--- config.mk ---
export PLATFORM = sky130hd
export DESIGN_NAME = pcbp_ram
export DESIGN_NICKNAME = d
export VERILOG_FILES = /design/src/design/pcbp_ram.sv
export SDC_FILE = /design/constraint.sdc
export NUM_CORES = 2
export LEC_CHECK = 0
export BUFFER_PORTS_ARGS = -buffer_cell sky130_fd_sc_hd__buf_4
export CAP_MARGIN = 20
export CELL_PAD_IN_SITES_DETAIL_PLACEMENT = 0
export CELL_PAD_IN_SITES_GLOBAL_PLACEMENT = 1
export CORE_MARGIN = 1.5
export CORE_UTILIZATION = 30
export DETAILED_ROUTE_END_ITERATION = 8
export PLACE_DENSITY = 0.45
export SLEW_MARGIN = 30
export SYNTH_ARGS = -nofsm -noshare
export SYNTH_HDL_FRONTEND = slang
export SYNTH_SLANG_ARGS = --single-unit
--- constraint.sdc ---
create_clock -name clk -period 4 [get_ports clk]
set_clock_uncertainty 0.2 [all_clocks]
set_input_delay 0.2 -clock clk [delete_from_list [all_inputs] [get_ports clk]]
set_output_delay 0.2 -clock clk [all_outputs]
set_load 0.1 [all_outputs]
--- src/design/pcbp_ram.sv ---
// Generic single-port-write, single-port-read RAM with a registered read.
// Self-contained; used for the code table of the bit packer.
module pcbp_ram #(
  parameter int WIDTH = 8,
  parameter int DEPTH = 256
) (
  input  logic                     clk,
  input  logic                     we,
  input  logic [$clog2(DEPTH)-1:0] waddr,
  input  logic [WIDTH-1:0]         wdata,
  input  logic                     re,
  input  logic [$clog2(DEPTH)-1:0] raddr,
  output logic [WIDTH-1:0]         rdata
);

  logic [WIDTH-1:0] mem [DEPTH];

  always_ff @(posedge clk) begin
    if (we) begin
      mem[waddr] <= wdata;
    end
    if (re) begin
      rdata <= mem[raddr];
    end
  end

endmodule

==> metrics <==
drt initial violations=3905; Worst Max-Slew Pin Slew=983.5 ps; Core Area=263200 um2; Clock Latency Late Sink=850 ps; GRT overflow=0; Post-CTS Setup Inserts=0; largest driver fanout on the critical path=1; Synth warnings=0; share of post-route cells with drive strength above 1=0.2722; Fmax achieved=299.1 MHz; critical path startpoint category=flop; Port Buf Inserts=34; fin area=93160 um2; Yosys reg bits=2056; post-synthesis adder-cell area fraction=0; worst IR drop on VDD=0.4186 mV; Synth Area in XOR/XNOR=0; drt wl/cell=30.44 um; Rel. slew slack=0.3419; final setup vio count=0; Netlist Area Pre-Place=79640 um2; post-synthesis mux area share=0.1460; Clock Sinks=2056; Syn Inst Count=3733; DR vias/cell=4.997; Critical-path top delay cell=a221oi_1; Die Height=518.2 um; Clock Tree Buf Depth=3; FILL cells=24440; Slew Limit Fails=0; Reg power frac=0.520; area grow syn2layout=16.98%; arrival time worst endpoint=3690 ps; simple-gate share of the synthesized area=0.02625; htree depth=4; P_int=35.61 mW; post-synthesis async set-or-reset flop share=0; post-route ant nets=0; Nets=4150; Root Buffer=clkbuf_16; DP Wirelength=148800 um; Mapped Nets=3760; crit end category=flop; kind of critical path=flop to flop; DIE AREA=268600 um2; RSZ-0062 raised after global routing=no; first-pass GRT wire length=331300 um; Total GRT Usage=0.1758; required time worst endpoint=4350 ps; fin crit period=3343 ps; Power Total=45.77 mW; multi-input logic area=16580 um2; clock-pin slew on the worst setup and hold paths=60 ps; Combinational Power Share=0.054; Hold Path Class=input port to flop; Sw Share=0.2220; Final GP Congestion=0.7749; # IOs=35; post-CTS sizing=0; CP max stage delay=650 ps; largest net degree at the start of global routing=149; post-synthesis cell type count=54; First-pass DRT Iterations=7; Area after DPL=86070 um2; Synth Area in Compound Gates=0.03416; status=finished, final reports clean; hold buffers post-CTS=20; cts bufs inserted=221; CTS tree=yes; vias in the first global route=40300; Setup TNS=0 ps; Post-synth EDFFs=2056; worst-path cell chain=mux4_2, a22o_1, a221oi_1, o32ai_1, nor3_1, buf_4, nor4_1; Max-Cap Viols=0; cell leakage power=28.84 nW; Clk network pwr share=0.426; # DRC=0; sequential area share after synthesis=0.7753; FP Rows=188; initial antenna violation count=23; main combinational cell family by area after synthesis=multiplexers; Via Count=39120; Sequential cell area=61740 um2; Net Sw Power=10.16 mW; Top FF cell, synth=edfxtp_1; Initial Utilization=0.3025; drt total wl=238300 um; Final Cycle Share=0.8357; Syn Area/Cell=21.33 um2; pwr dens=491.3 nW/um2; Die X=518.2 um; Final Hold Fails=0
-- layer usage --
layer / track usage / wire length, um
met1: 0.2464 / 107000
met2: 0.2806 / 113000
met3: 0.02841 / 11290
met4: 0.05233 / 6962
met5: 0 / 50
-- Yosys cell counts, types with 3 or more instances --
library cell,count,area [um2]
nand3_1,34,170.2
a211oi_1,16,120.1
nor2b_1,31,193.9
buf_4,27,202.7
mux2i_1,134,1341
mux4_2,454,10220
o21ai_0,10,50.05
buf_6,21,236.5
a22o_1,8,70.07
nand2_1,33,123.9
nand2b_1,8,50.05
o211ai_1,10,75.07
clkbuf_1,111,416.7
and2_1,6,37.54
nor4_2,3,37.54
nor2_1,282,1059
buf_2,31,155.2
nand4_1,10,62.56
nor4_1,24,150.1
o22ai_1,28,175.2
nor3_1,22,110.1
a221oi_1,13,113.9
buf_8,13,195.2
buf_12,8,160.2
o32ai_1,4,35.03
edfxtp_1,2056,61740
o221ai_1,46,402.9
o22a_1,5,43.79
a22oi_1,133,998.5
a21oi_1,96,480.5
or2_2,4,25.02
buf_1,22,82.58
-- worst max-delay path, delay by kind of cell (launching register included) --
| family | cells | cell delay (ps) |
|---|---|---|
| buffers and inverters | 1 | 230 |
| AO/OA/AOI/OAI | 3 | 1120 |
| multiplexers | 1 | 490 |
| flip-flops | 1 | 370 |
| AND/OR/NAND/NOR | 2 | 630 |
-- area by class of cell --
class                           instances  share of cell area
Tap cell                             3515             0.04721
Clock buffer                          274             0.06241
Clock inverter                        136             0.01042
Inverter                                2          0.00008059
Antenna cell                            4           0.0001074
Multi-Input combinational cell       1442              0.1780
Timing Repair Buffer                  400             0.03906
Sequential cell                      2056              0.6627
-- power by group through the flow --
stage | Sequential (mW) | Clock (mW) | Combinational, mW
3_3_place_gp | 24.3 | 0 | 2.49
4_1_cts | 23.8 | 20.0 | 2.53
5_1_grt | 23.8 | 20.8 | 2.62
3_5_place_dp | 24.3 | 0 | 2.50
6_report | 23.8 | 19.5 | 2.47
2_1_floorplan | 24.3 | 0 | 1.15
-- registers in the layout, indices dropped and copies added, names as in the netlist --
| signal | cells |
|---|---|
| mem | 2048 |
| rdata | 8 |
-- worst paths after layout --
path	start	endpoint	slack, ps	cells after the start
max	mem[211][5]	rdata[5]	660	7
max reg2reg	mem[211][5]	rdata[5]	660	7
min	re	rdata[7]	110	2
min reg2reg	mem[112][7]	rdata[7]	1050	6
-- cells by family after synthesis --
logic type / after synthesis
buffers and inverters: 235
AO/OA/AOI/OAI: 385
multiplexers: 591
flip-flops: 2056
AND/OR/NAND/NOR: 466
-- cells in the final DEF (no fill, tap or decap), types with 12 or more instances in the layout --
cell	Yosys	routed
a211oi_1	16	16
a21oi_1	96	96
a221oi_1	13	13
a22oi_1	133	133
buf_12	8	36
buf_4	27	331
bufinv_16	0	12
clkbuf_1	111	49
clkbuf_16	0	225
clkinv_1	1	65
clkinv_2	0	44
dlygate4sd3_1	0	20
edfxtp_1	2056	2056
mux2i_1	134	134
mux4_2	454	454
nand2_1	33	32
nand3_1	34	25
nor2_1	282	272
nor2b_1	31	28
nor3_1	22	22
nor4_1	24	20
o221ai_1	46	46
o22ai_1	28	28
-- through the flow --
| stage | setup slack, ps | std cells | utilization | hold WS, ps |
|---|---|---|---|---|
| CTS | 692.9 | 7822 | 0.3535 | 31.83 |
| finish | 657.0 | 7829 | 0.3539 | 111.7 |
| global placement | 38.68 | 7392 | 0.3269 | 425.7 |
| global route | 644.9 | 7827 | 0.3539 | 58.39 |
| floorplan | 1524 | 3733 | - | 98.87 |
| detailed placement | 51.47 | 7392 | 0.3270 | 422.1 |
(Power assumes the default switching activity.)
